==> src/sv/vln_pkg.sv <==
// Shared types and constants for the 4D vector length and normalise pipeline.
// No dependencies.
package vln_pkg;

    localparam int IN_W   = 32;  // component width
    localparam int SQ_W   = 64;  // one square
    localparam int SUM_W  = 66;  // sum of four squares, padded to even width
    localparam int ROOT_W = 33;  // floor square root of SUM_W bits
    localparam int REM_W  = 36;  // partial remainder of the root recurrence
    localparam int LEN_W  = 34;  // length field
    localparam int EPS_W  = 16;  // epsilon register

    typedef struct packed {
        logic [3:0][IN_W-1:0] mag;
        logic [3:0]           neg;
    } vec_t;

endpackage

==> src/sv/vln_div_stage.sv <==
// One quotient bit of the four restoring dividers, all lanes side by side.
// Depends on vln_pkg.
module vln_div_stage
    import vln_pkg::*;
#(
    parameter int FRAC_BITS = 16,
    parameter int K         = 0
) (
    input  logic                                aclk,
    input  logic                                aresetn,
    input  logic                                en,
    input  logic                                in_valid,
    input  logic [ROOT_W-1:0]                   in_len,
    input  logic                                in_degen,
    input  logic [3:0]                          in_neg,
    input  logic [3:0][IN_W+FRAC_BITS-1:0]      in_rem,
    input  logic [3:0][FRAC_BITS:0]             in_quo,
    output logic                                out_valid,
    output logic [ROOT_W-1:0]                   out_len,
    output logic                                out_degen,
    output logic [3:0]                          out_neg,
    output logic [3:0][IN_W+FRAC_BITS-1:0]      out_rem,
    output logic [3:0][FRAC_BITS:0]             out_quo
);

    localparam int NUM_W = IN_W + FRAC_BITS;

    logic                        valid_reg, degen_reg;
    logic [ROOT_W-1:0]           len_reg;
    logic [3:0]                  neg_reg;
    logic [3:0][NUM_W-1:0]       rem_reg, rem_next;
    logic [3:0][FRAC_BITS:0]     quo_reg, quo_next;
    logic [NUM_W:0]              dsh;

    assign dsh = {{FRAC_BITS{1'b0}}, in_len} << K;

    always_comb begin
        for (int i = 0; i < 4; i++) begin
            rem_next[i] = in_rem[i];
            quo_next[i] = in_quo[i];
            if ({1'b0, in_rem[i]} >= dsh) begin
                rem_next[i]    = NUM_W'({1'b0, in_rem[i]} - dsh);
                quo_next[i][K] = 1'b1;
            end
        end
    end

    always_ff @(posedge aclk) begin
        if (!aresetn) begin
            valid_reg <= 1'b0;
        end else if (en) begin
            valid_reg <= in_valid;
        end
    end

    always_ff @(posedge aclk) begin
        if (en) begin
            len_reg   <= in_len;
            degen_reg <= in_degen;
            neg_reg   <= in_neg;
            rem_reg   <= rem_next;
            quo_reg   <= quo_next;
        end
    end

    assign out_valid = valid_reg;
    assign out_len   = len_reg;
    assign out_degen = degen_reg;
    assign out_neg   = neg_reg;
    assign out_rem   = rem_reg;
    assign out_quo   = quo_reg;

endmodule

==> config.mk <==
export PLATFORM = sky130hd
export DESIGN_NAME = vln_div_stage
export DESIGN_NICKNAME = d
export VERILOG_FILES = /design/src/sv/vln_pkg.sv /design/src/sv/vln_div_stage.sv
export SDC_FILE = /design/constraint.sdc
export NUM_CORES = 1
export LEC_CHECK = 0
export BUFFER_PORTS_ARGS = -buffer_cell sky130_fd_sc_hd__buf_2
export CAP_MARGIN = 20
export CORE_ASPECT_RATIO = 0.75
export CORE_MARGIN = 2
export CORE_UTILIZATION = 36
export CTS_CLUSTER_SIZE = 16
export DETAILED_ROUTE_END_ITERATION = 12
export PLACE_DENSITY = 0.62
export SLEW_MARGIN = 20
export SYNTH_ARGS = -nofsm -noshare
export SYNTH_HDL_FRONTEND = slang
export SYNTH_SLANG_ARGS = --single-unit
==> constraint.sdc <==
create_clock -name aclk -period 9.2 [get_ports aclk]
set_clock_uncertainty 0.15 [all_clocks]
set_input_delay 2.76 -clock aclk [delete_from_list [all_inputs] [get_ports aclk]]
set_output_delay 2.76 -clock aclk [all_outputs]
set_load 0.005 [all_outputs]
==> flow_summary.json <==
{
  "outcome": "finished clean",
  "tns_ns": 0,
  "p_switching_mw": 1.28,
  "rsz0062_at_grt": "false",
  "numCtsBuffers": 35,
  "die_x_um": 272,
  "async_flop_share_pct": 0,
  "worst-endpoint-required_ns": 9.35,
  "cts_tree": "done",
  "fillers": 5130,
  "post_cts_buffers": 0,
  "p_leak_nw": 10.1,
  "ys_seq_area_share_pct": 46.3,
  "drtPass1Iterations": 6,
  "p_int_mw": 2.98,
  "path_class": "input port to flip-flop",
  "ant_nets": 0,
  "die-area_um2": 55700,
  "dp_hpwl_mm": 57.8,
  "cts-resized-gates": 0,
  "ys_top_cells_by_area": "edfxtp_1 46%, ha_1 8.5%, a21oi_1 4.7%, xnor2_1 4.2%, o21ai_0 4.2%",
  "io_pins": 601,
  "synth_top_flop_cell": "edfxtp_1",
  "wl_mm": 73.6,
  "max_freq_mhz": 151,
  "worstSkewPairLatency_ns": 0.54,
  "wl_per_cell_um": 22.7,
  "drive_above_1_share_pct": 27.5,
  "final_cell_mix": "599 x buf_2, 298 x edfxtp_1, 203 x nand2_1",
  "synth_cells": 1933,
  "pwr-share-clk_pct": 33.5,
  "synth_warnings": 0,
  "wl_met3_mm": 6.09,
  "core.rowCount": 73,
  "die_y_um": 205,
  "area_growth_pct": 25.0,
  "wl_met1_mm": 31.2,
  "cp_max_fo": 28,
  "synth-edff-count": 298,
  "maxSlewViolCount": 0,
  "grtUsageTotal_pct": 25.1,
  "p_per_area_nw_per_um2": 176,
  "cts.sinks": 299,
  "gp_congestion": 0.984,
  "fin_crit_sh_pct": 72.1,
  "route.detailed.drc": 0,
  "synth_top_area_share_pct": 46.2,
  "hold_viol": 0,
  "synth_fp_nets": 2371,
  "critPathLaunchType": "input port",
  "synth_cell_types": 77,
  "h-tree-depth": 2,
  "via_per_inst": 5.44,
  "clkTransAtPathRegs_ns": 0.06,
  "port_buffers": 600,
  "top_layer_used": "met5",
  "overflow": 0,
  "core-area_um2": 53100,
  "setup_viol": 0,
  "ys_seq_elements": 299,
  "drtIter0Drc": 1300,
  "grt_max_degree": 139,
  "synth_top_area_cell": "edfxtp_1",
  "finalNetCount": 2944,
  "final_common_cell": "buf_2",
  "maxCapViolCount": 0,
  "cts-hold-fix-buffers": 0,
  "initial_core_util_pct": 36.5,
  "grt_pass1_vias": 16700,
  "grt_pass1_wl_mm": 105,
  "slew_headroom_pct": 19.4,
  "cp.arrival_ns": 6.78,
  "power.total_mw": 4.26,
  "vdd_drop_max_uv": 131,
  "vias": 17700,
  "power_frac_seq_pct": 41.1,
  "syn_area_um2": 19400,
  "p_comb_share_pct": 25.4,
  "route.met2.wl_mm": 34.0,
  "endpoint_kind": "flip-flop",
  "worst_pin_slew_ns": 1.19,
  "antenna_found_initial": 20,
  "fin_crit_ns": 6.63,
  "cts_root_buf": "clkbuf_16",
  "swShare_pct": 30.0,
  "worstHoldPathType": "flip-flop to flip-flop",
  "clk_path_buf_depth": 3,
  "syn_area_per_cell_um2": 10.0
}
[cell usage after synthesis (5+ instances only)]
cell type,instances
ha_1,132
nand4_1,45
inv_1,78
and3_1,14
nor4_1,16
o21ai_0,161
nand3_1,30
buf_2,20
xnor2_1,93
edfxtp_1,298
mux2_2,18
nor3_1,41
clkbuf_1,41
a211o_1,6
nand2_1,203
buf_1,5
or4_1,11
a21oi_1,181
o21bai_1,29
nor2b_1,15
xor2_1,86
o31ai_1,8
a31oi_1,23
o2111ai_1,8
a211oi_1,14
and2_1,9
o211ai_1,8
or2_2,5
nand2b_1,28
a21o_1,48
or3_1,13
nor2_1,128
o21a_1,27
[metal layers]
metal  vias up  track usage [%]
met2       777             41.0
met5         -                0
met1      8384             32.9
met3       139             5.90
li1       8343                -
met4        12             8.16
[path summary, 6_finish.rpt]
path	startpoint	end	cells after the start	slack, ns
hold reg to reg	out_valid	out_valid	2	0.37
hold / removal	out_valid	out_valid	2	0.37
setup reg to reg	out_valid	out_valid	2	8.47
setup / recovery	in_len[31]	out_rem[47]	11	2.57
[flip-flops by register name (all words and copies together) (netlist names)]
signal     flops
out_degen      1
out_rem      192
out_len       33
out_valid      1
out_quo       68
out_neg        4
[area by class of cell]
type	count	area [um2]	area share [%]
Antenna cell	5	12.5	0.0517
Clock buffer	43	906	3.74
Clock inverter	16	230	0.950
Inverter	78	293	1.21
Multi-Input combinational cell	1484	9820	40.5
Sequential cell	299	8970	37.0
Tap cell	712	891	3.68
Timing Repair Buffer	608	3100	12.8
[worst max-delay path, stage by stage]
cell	delay [ns]
buf_2	0.11
inv_1	0.40
ha_1	0.40
nand4_1	0.23
or4_1	0.44
nor3_1	0.27
a31oi_1	0.19
o31ai_4	0.93
nor2b_1	0.63
o2111ai_1	0.24
xnor2_1	0.18
[kinds of logic after synthesis]
| kind of cell | Yosys count | synth area share, % |
|---|---|---|
| mux | 21 | 1.20 |
| xor+xnor | 179 | 8.09 |
| flops | 299 | 46.3 |
| simple gates | 579 | 14.3 |
| compound gates | 569 | 18.0 |
| buf+inv | 150 | 3.16 |
| fa+ha+maj | 136 | 8.94 |
[per-stage QoR]
step / hold WS (ns) / util [%] / worst slack [ns] / std cells / cell area, um2
detailed placement: 0.355 / 43.5 / 2.03 / 3180 / 23100
global route: 0.411 / 45.6 / 2.21 / 3245 / 24200
CTS: 0.368 / 45.6 / 2.61 / 3239 / 24200
finish: 0.367 / 45.6 / 2.57 / 3245 / 24200
floorplan: 0.357 / - / 3.51 / 1933 / 19400
global placement: 0.354 / 43.5 / 2.11 / 3180 / 23100
[power groups by stage]
| stage | Sequential, mW | Clock (mW) | Combinational (mW) |
|---|---|---|---|
| 2_1_floorplan | 1.80 | 0 | 0.543 |
| 3_3_place_gp | 1.78 | 0 | 1.07 |
| 3_5_place_dp | 1.78 | 0 | 1.07 |
| 4_1_cts | 1.75 | 1.47 | 1.08 |
| 5_1_grt | 1.76 | 1.51 | 1.18 |
| 6_report | 1.75 | 1.43 | 1.08 |
Note: power is estimated with default switching activity, not from simulation.
