<file path="config.mk">
export PLATFORM = sky130hd
export DESIGN_NAME = vln_sqrt_stage
export DESIGN_NICKNAME = d
export VERILOG_FILES = /design/src/sv/vln_pkg.sv /design/src/sv/vln_sqrt_stage.sv
export SDC_FILE = /design/constraint.sdc
export NUM_CORES = 1
export LEC_CHECK = 0
export BUFFER_PORTS_ARGS = -buffer_cell sky130_fd_sc_hd__buf_2
export CORE_AREA = 2 2 211 213
export DETAILED_ROUTE_END_ITERATION = 7
export DIE_AREA = 0 0 213 215
export PLACE_DENSITY = 0.56
export SLEW_MARGIN = 20
export SYNTH_ARGS = -nofsm -noshare
export SYNTH_HDL_FRONTEND = slang
export SYNTH_SLANG_ARGS = --single-unit
</file>
<file path="constraint.sdc">
create_clock -name aclk -period 5.6 [get_ports aclk]
set_input_delay 0.84 -clock aclk [delete_from_list [all_inputs] [get_ports aclk]]
set_output_delay 0.84 -clock aclk [all_outputs]
set_load 0.05 [all_outputs]
</file>
<file path="src/sv/vln_pkg.sv">
// Shared types and constants for the 4D vector length and normalise pipeline.
// No dependencies.
package vln_pkg;

    localparam int IN_W   = 32;  // component width
    localparam int SQ_W   = 64;  // one square
    localparam int SUM_W  = 66;  // sum of four squares, padded to even width
    localparam int ROOT_W = 33;  // floor square root of SUM_W bits
    localparam int REM_W  = 36;  // partial remainder of the root recurrence
    localparam int LEN_W  = 34;  // length field
    localparam int EPS_W  = 16;  // epsilon register

    typedef struct packed {
        logic [3:0][IN_W-1:0] mag;
        logic [3:0]           neg;
    } vec_t;

endpackage

</file>
<file path="src/sv/vln_sqrt_stage.sv">
// One digit of the pipelined floor square root: one result bit per stage.
// Depends on vln_pkg.
module vln_sqrt_stage
    import vln_pkg::*;
#(
    parameter int BIT = 0
) (
    input  logic              aclk,
    input  logic              aresetn,
    input  logic              en,
    input  logic              in_valid,
    input  logic [SUM_W-1:0]  in_n,
    input  logic [REM_W-1:0]  in_rem,
    input  logic [ROOT_W-1:0] in_root,
    input  vec_t              in_vec,
    output logic              out_valid,
    output logic [SUM_W-1:0]  out_n,
    output logic [REM_W-1:0]  out_rem,
    output logic [ROOT_W-1:0] out_root,
    output vec_t              out_vec
);

    logic              valid_reg;
    logic [SUM_W-1:0]  n_reg;
    logic [REM_W-1:0]  rem_reg, rem_next, rem_sh, trial;
    logic [ROOT_W-1:0] root_reg, root_next;
    vec_t              vec_reg;
    logic              take;

    // bring down the next two bits, try (root << 2) | 1
    assign rem_sh    = {in_rem[REM_W-3:0], in_n[2*BIT+1 -: 2]};
    assign trial     = {{(REM_W-ROOT_W-2){1'b0}}, in_root, 2'b01};
    assign take      = (rem_sh >= trial);
    assign rem_next  = take ? (rem_sh - trial) : rem_sh;
    assign root_next = {in_root[ROOT_W-2:0], take};

    always_ff @(posedge aclk) begin
        if (!aresetn) begin
            valid_reg <= 1'b0;
        end else if (en) begin
            valid_reg <= in_valid;
        end
    end

    always_ff @(posedge aclk) begin
        if (en) begin
            n_reg    <= in_n;
            rem_reg  <= rem_next;
            root_reg <= root_next;
            vec_reg  <= in_vec;
        end
    end

    assign out_valid = valid_reg;
    assign out_n     = n_reg;
    assign out_rem   = rem_reg;
    assign out_root  = root_reg;
    assign out_vec   = vec_reg;

endmodule

</file>
==> results of run 1 <==
cell type report:
cell class | instances | area [um2]
multi-input cells | 291 | 2380
well taps | 592 | 741
clock inverters | 23 | 277
fillers | 4336 | 28400
flip-flops and latches | 268 | 8040
repair buffers | 538 | 2720
clock buffers | 38 | 887
diodes | 6 | 15.0
inverters | 48 | 188
per-stage QoR:
step	total power [uW]	worst slack (ns)	hold slack, ns	area, um2	std cells
6_report	6080	2.08	0.480	15200	1804
5_1_grt	6310	1.95	0.441	15200	1801
4_1_cts	6190	2.06	0.432	15200	1798
3_5_place_dp	3860	1.52	0.520	14100	1737
3_3_place_gp	3850	1.52	0.504	14100	1737
2_1_floorplan	3450	2.07	0.743	10700	616
power by group:
part	switching, uW	internal [uW]	leakage [uW]
clock network	892	1380	0.000562
registers	44.8	2420	0.00262
logic	978	356	0.00345
total	1910	4160	0.00663
metal layers:
layer	part of all wire	track usage	up-vias
li1	-	-	3493
met1	0.34	0.149	3683
met2	0.52	0.281	324
met3	0.11	0.0734	86
met4	0.030	0.0548	30
met5	0.0050	0	-
cells by family after synthesis:
family,Yosys count,synth area share
compound gates,99,0.0670
flops,268,0.751
simple gates,91,0.0433
fa+ha+maj,35,0.0409
xor+xnor,31,0.0254
mux,35,0.0455
buf+inv,57,0.0266
synthesized netlist by cell type (4+ instances only):
cell and count:
mux2_2 5, mux2_4 26, edfxtp_1 267, o211ai_1 5, nand4_1 7, o21bai_1 4, nand2_1 27, a21o_1 9
o21ai_0 18, inv_1 47, mux2i_1 4, a21oi_1 30, xnor2_1 18, nor3_1 7, ha_1 35, nor2_1 15
nand3_1 9, o21a_1 6, xor2_1 13
state kept, by name (all words and copies together) (netlist names):
name       flops
out_n         66
out_rem       36
out_vec      132
out_root      33
out_valid      1
worst max-delay path, stage by stage:
cell      delay (ns)
buf_2           0.08
inv_1           0.04
ha_1            0.35
o21a_2          0.18
o311ai_2        0.14
a32oi_2         0.36
a41oi_4         0.23
o211a_4         0.33
o31a_4          0.30
o211a_4         0.27
inv_8           0.29
mux2_2          0.37
worst paths after layout:
path                                    end  slack (ns)  depth (start not counted)
worst max register to register    out_valid        5.01                          2
worst min-delay path            out_vec[96]        0.48                          1
worst min register to register    out_valid        0.53                          2
worst max-delay path             out_rem[6]        2.08                         12
==> impl_metrics.tcl, run 1 <==
set metrics [dict create \
    netlist.area_leader.share 0.749 \
    drc 0 \
    relSlewSlack 0.455 \
    yosys-top-cells-area "edfxtp_1 (75%), ha_1 (4.1%), mux2_4 (3.6%), inv_1 (1.6%), xnor2_1 (1.5%)" \
    grt_pass1_vias 7595 \
    cts_tree "built" \
    core_um2 43600 \
    overflow 0 \
    tns_ns 0 \
    numCtsBuffers 34 \
    ys_ff_latch 268 \
    slew_violations 0 \
    leakage_uw 0.00663 \
    antenna_left 0 \
    final_nets 1487 \
    ys_seq_area_frac 0.751 \
    wl_um 36900 \
    synth-edff-count 267 \
    cts-root-buf "clkbuf_16" \
    numPortBuffers 536 \
    routedWlPerCell_um 20.5 \
    holdCritPathClass "in2reg" \
    dr.first_iter.drc_count 409 \
    clock_sinks 268 \
    first_pass_iters 4 \
    fp.dieH_um 215 \
    path_max_fanout 35 \
    h-tree-depth 2 \
    power_density_nw_per_um2 399 \
    clk_path_buf_depth 3 \
    crit_start "in_root[2]" \
    clkLatencyLatePin_ns 0.53 \
    ys_warn_count 0 \
    syn_inst 616 \
    rsz0062_at_grt "no" \
    via_per_inst 4.22 \
    crit_path_end_kind "register" \
    hold_viol 0 \
    synthDistinctLibCells 64 \
    yosysTopAreaCell "edfxtp_1" \
    start_util 0.245 \
    final_common_cell "buf_2" \
    worstReg2RegStart "out_valid" \
    grt_max_degree 131 \
    timing.final.crit_share 0.628 \
    cp-start-kind "primary input" \
    vias 7616 \
    rows 77 \
    utilization 0.349 \
    die_area_um2 45800 \
    fin_crit_ns 3.52 \
    clk_pin_slew_ns 0.06 \
    antenna_found_initial 21 \
    syn-num-nets 922 \
    syn_area_um2 10700 \
    drv_cap 0 \
    setup_viol 0 \
    hold_buffers 0 \
    cts_resized 0 \
    synth_ff_type "edfxtp_1" \
    die_w_um 213 \
    max_freq_ghz 0.284 \
    ir_worst_vdd_uv 220 \
    grt_util_all_layers 0.154 \
    cts_setup_buffers 0 \
    synthArstFlopShare 0 \
    final_cell_mix "buf_2 (535), edfxtp_1 (267), inv_1 (47), ha_1 (35), clkbuf_16 (35)" \
    min_from "in_vec[96]" \
    grt_first_pass_wirelength_um 50500 \
    gp_congestion 0.847 \
    drive_gt1_frac 0.534 \
    cp_data_arrival_time_ns 3.79 \
    ioPinCount 539 \
    postSynthAreaPerCell_um2 17.4 \
    critical_path_class "in2reg" \
    cp.required_ns 5.87 \
    hpwl_um 28900 \
    fin_skew_ns 0 \
    outcome "finished clean" \
    tightest_slew_ns 0.817 \
    area_growth_pct 42.5 \
]
Power figures use the tool's default switching activity.
==> inputs of run 2 (changes only) <==
==> constraint.sdc (replaced) <==
create_clock -name aclk -period 3.7 [get_ports aclk]
set_input_delay 0.555 -clock aclk [delete_from_list [all_inputs] [get_ports aclk]]
set_output_delay 0.555 -clock aclk [all_outputs]
set_load 0.05 [all_outputs]
==> impl_metrics.tcl, run 2 (synthesized netlist as in run 1, its figures left out) <==
set metrics [dict create \
    antenna_found_initial 25 \
    grt_pass1_vias 7771 \
    cpMostUsedCell "o211a_4" \
    hold_buffers 0 \
    timing.final.crit_share 0.811 \
    grt_max_degree 78 \
    routedWlPerCell_um 20.4 \
    tightest_slew_ns 0.646 \
    ioPinCount 539 \
    dr.first_iter.drc_count 322 \
    drv_cap 0 \
    final_common_cell "buf_2" \
    holdCritPathClass "in2reg" \
    largest_register_ffs 132 \
    clock_sinks 268 \
    cts_resized 0 \
    relSlewSlack 0.569 \
    drc 0 \
    rows 77 \
    core_um2 43600 \
    tns_ns 0 \
    numPortBuffers 536 \
    fp.dieH_um 215 \
    slowest_delay_ns 0.33 \
    cp-start-kind "primary input" \
    cp_data_arrival_time_ns 3.27 \
    cts-root-buf "clkbuf_16" \
    drive_gt1_frac 0.539 \
    die_area_um2 45800 \
    area_growth_pct 43.5 \
    path_max_fanout 9 \
    h-tree-depth 2 \
    antenna_left 0 \
    final_nets 1511 \
    slowest_stage "a32oi_2" \
    wl_um 37200 \
    clk_pin_slew_ns 0.06 \
    hold_ws_ns 0.190 \
    fin_crit_ns 3.00 \
    grt_first_pass_wirelength_um 51200 \
    vias 7747 \
    hold_viol 0 \
    final_cell_mix "buf_2 (535), edfxtp_1 (267), inv_1 (47), ha_1 (35), clkbuf_16 (34)" \
    clk_path_buf_depth 3 \
    cts_tree "built" \
    worstPathCellList "buf_2 -> inv_1 -> ha_1 -> and2b_2 -> o311ai_2 -> a32oi_2 -> a41oi_4 -> o211a_4 -> o31a_4 -> o211a_4 -> inv_8 -> buf_12 -> mux2_2" \
    hpwl_um 29600 \
    first_pass_iters 5 \
    final_cells 1825 \
    setup_viol 0 \
    fin_skew_ns 0 \
    cts_setup_buffers 0 \
    critical_path_class "in2reg" \
    total_power_uw 8950 \
    outcome "finished clean" \
    rsz0062_at_grt "no" \
    max_freq_ghz 0.333 \
    gp_congestion 0.836 \
    utilization 0.352 \
    slew_violations 0 \
    fill_cells 4247 \
    die_w_um 213 \
    via_per_inst 4.24 \
    numCtsBuffers 34 \
    grt_util_all_layers 0.155 \
    clkLatencyLatePin_ns 0.53 \
    start_util 0.245 \
    power_density_nw_per_um2 583 \
    overflow 0 \
    cp.required_ns 3.97 \
    crit_path_end_kind "register" \
    ir_worst_vdd_uv 344 \
    leakage_uw 0.00671 \
    placed_cells 1761 \
]
## run 2: where the power goes
group          switching (uW)  internal (uW)
clock                    1310           1840
combinational            1490            573
sequential               68.7           3660
total                    2880           6070
## run 2: worst max-delay path, delay by kind of cell
| kind | cells | cell delay, ns |
|---|---|---|
| muxes | 1 | 0.33 |
| and+or+nand+nor | 1 | 0.24 |
| adders and majority gates | 1 | 0.20 |
| buffers and inverters | 4 | 0.43 |
| AOI/OAI and AO/OA | 6 | 1.51 |
## run 2: metal layers
metal  global-route usage  routed length, um  vias to the layer above
met1                0.156              12900                     3734
met3               0.0653               3670                       92
met4               0.0497                906                       32
met2                0.285              19500                      340
met5                    0                208                        -
li1                     -                  -                     3549
## run 2: final timing paths
path	from	end	slack [ns]	cells after the start
max reg2reg	out_valid	out_valid	3.08	2
max	in_n[1]	out_rem[6]	0.70	13
min	in_vec[104]	out_vec[104]	0.19	1
min reg2reg	out_valid	out_valid	0.55	2
## run 2: metrics by stage
| stage | instance area, um2 | worst slack (ns) |
|---|---|---|
| global placement | 14300 | 0.126 |
| detailed placement | 14300 | 0.122 |
| CTS | 15300 | 0.678 |
| finish | 15300 | 0.701 |
| global route | 15300 | 0.500 |
| floorplan | 10700 | 0.459 |
## run 2: area by class of cell
| class | instances | area, um2 | area share |
|---|---|---|---|
| sequential | 268 | 8040 | 0.524 |
| clock buffer | 40 | 873 | 0.0569 |
| timing repair buffer | 562 | 2950 | 0.192 |
| inverter | 48 | 188 | 0.0122 |
| tap | 592 | 741 | 0.0483 |
| clock inverter | 18 | 165 | 0.0108 |
| multi-input combinational | 291 | 2380 | 0.155 |
| antenna | 6 | 15.0 | 0.000978 |
==> inputs of run 3 (changes only) <==
==> constraint.sdc (replaced) <==
create_clock -name aclk -period 3 [get_ports aclk]
set_input_delay 0.45 -clock aclk [delete_from_list [all_inputs] [get_ports aclk]]
set_output_delay 0.45 -clock aclk [all_outputs]
set_load 0.05 [all_outputs]
==> impl_metrics.tcl, run 3 (synthesized netlist as in run 1, its figures left out) <==
set metrics [dict create \
    outcome "finished clean" \
    hold_depth 1 \
    cts_setup_buffers 0 \
    numPortBuffers 536 \
    worstReg2RegStart "out_valid" \
    clock_sinks 268 \
    hpwl_um 30600 \
    slowest_delay_ns 0.31 \
    fp.dieH_um 215 \
    wl_um 37800 \
    path_max_fanout 15 \
    antenna_found_initial 19 \
    place_ws_ns -0.327 \
    timing.final.crit_share 0.909 \
    slew_violations 0 \
    cts-root-buf "clkbuf_16" \
    fin_skew_ns 0 \
    area_growth_pct 48.5 \
    worstPathCellList "buf_2 -> inv_8 -> ha_4 -> and2b_2 -> o311ai_4 -> a32oi_2 -> a41oi_4 -> o211a_4 -> o31a_4 -> o211a_4 -> inv_8 -> buf_12 -> mux2_4" \
    setup_slack_ns 0.272 \
    grt_max_degree 70 \
    routedWlPerCell_um 20.2 \
    hold_buffers 0 \
    clk_path_buf_depth 3 \
    die_area_um2 45800 \
    die_w_um 213 \
    dr.first_iter.drc_count 433 \
    total_power_uw 11300 \
    start_util 0.245 \
    tightest_slew_ns 0.650 \
    grt_util_all_layers 0.156 \
    relSlewSlack 0.567 \
    leakage_uw 0.00699 \
    first_pass_iters 4 \
    holdCritPathClass "in2reg" \
    drive_gt1_frac 0.565 \
    antenna_left 0 \
    r2r_end "out_valid" \
    clk_pin_slew_ns 0.06 \
    power_density_nw_per_um2 711 \
    fill_cells 4252 \
    vias 7891 \
    ir_worst_vdd_uv 382 \
    cp_data_arrival_time_ns 3.03 \
    r2r_slack_ns 2.39 \
    min_from "in_vec[52]" \
    slowest_stage "mux2_4" \
    drv_cap 0 \
    cts_resized 0 \
    h-tree-depth 1 \
    cp-start-kind "primary input" \
    drc 0 \
    cts_tree "built" \
    max_freq_ghz 0.367 \
    overflow 0 \
    reg2regPathDepth 2 \
    core_um2 43600 \
    crit_path_end_kind "register" \
    final_nets 1558 \
    clkLatencyLatePin_ns 0.56 \
    grt_first_pass_wirelength_um 52300 \
    grt_pass1_vias 8000 \
    via_per_inst 4.21 \
    critical_path_class "in2reg" \
    rsz0062_at_grt "no" \
    largest_register_ffs 132 \
    hold_ws_ns 0.0634 \
    placed_cells 1812 \
    gp_congestion 0.857 \
    numCtsBuffers 30 \
    fin_crit_ns 2.73 \
    final_common_cell "buf_2" \
    min_to "out_vec[52]" \
    rows 77 \
    final_cell_mix "buf_2 (535), edfxtp_1 (267), buf_4 (69), inv_1 (43)" \
    final_cells 1876 \
    cp.required_ns 3.31 \
    setup_viol 0 \
    hold_viol 0 \
    ioPinCount 539 \
]
==> run 3: worst max-delay path by stage <==
stage	endpoint	slack, ns	from
global route	out_rem[20]	0.21	in_root[0]
detailed placement	out_rem[34]	-0.33	in_root[0]
CTS	out_rem[22]	0.27	in_root[0]
finish	out_rem[23]	0.27	in_root[0]
floorplan	out_rem[10]	-0.06	in_root[0]
global placement	out_rem[23]	-0.27	in_root[0]
==> run 3: layer usage <==
metal  global-route usage  wire length [um]  vias up
met1                0.164             13500     3804
li1                     -                 -     3645
met2                0.285             19300      340
met5                    0               112        -
met3               0.0573              3720       84
met4               0.0536              1280       18
==> run 3: worst max-delay path, delay by kind of cell <==
kind / cells / cell delay (ns)
AO/OA/AOI/OAI: 6 / 1.39
adder cells (fa/ha/maj): 1 / 0.25
buffers and inverters: 4 / 0.44
multiplexers: 1 / 0.31
AND/OR/NAND/NOR: 1 / 0.18
==> run 3: where the power goes <==
part           total, uW  internal (uW)  switching, uW  leakage [uW]
Combinational       2650            785           1870       0.00384
Clock               4040           2490           1550      0.000526
Sequential          4610           4520           92.7       0.00262
==> run 3: area by class of cell <==
| cell class | instances | area, um2 | area share |
|---|---|---|---|
| Tap cell | 592 | 741 | 0.0466 |
| Clock inverter | 22 | 303 | 0.0191 |
| Sequential cell | 268 | 8040 | 0.506 |
| Multi-Input combinational cell | 291 | 2430 | 0.153 |
| Antenna cell | 8 | 20.0 | 0.00126 |
| Inverter | 48 | 195 | 0.0123 |
| Timing Repair Buffer | 613 | 3370 | 0.212 |
| Clock buffer | 34 | 787 | 0.0495 |
==> run 3: per-stage QoR <==
stage	utilization	instance area (um2)	TNS, ns
final	0.364	15900	0
after global routing	0.364	15900	0
after CTS	0.364	15900	0
after detailed placement	0.339	14800	-9.89
after global placement	0.339	14800	-7.85
after floorplan	-	10800	-1.60
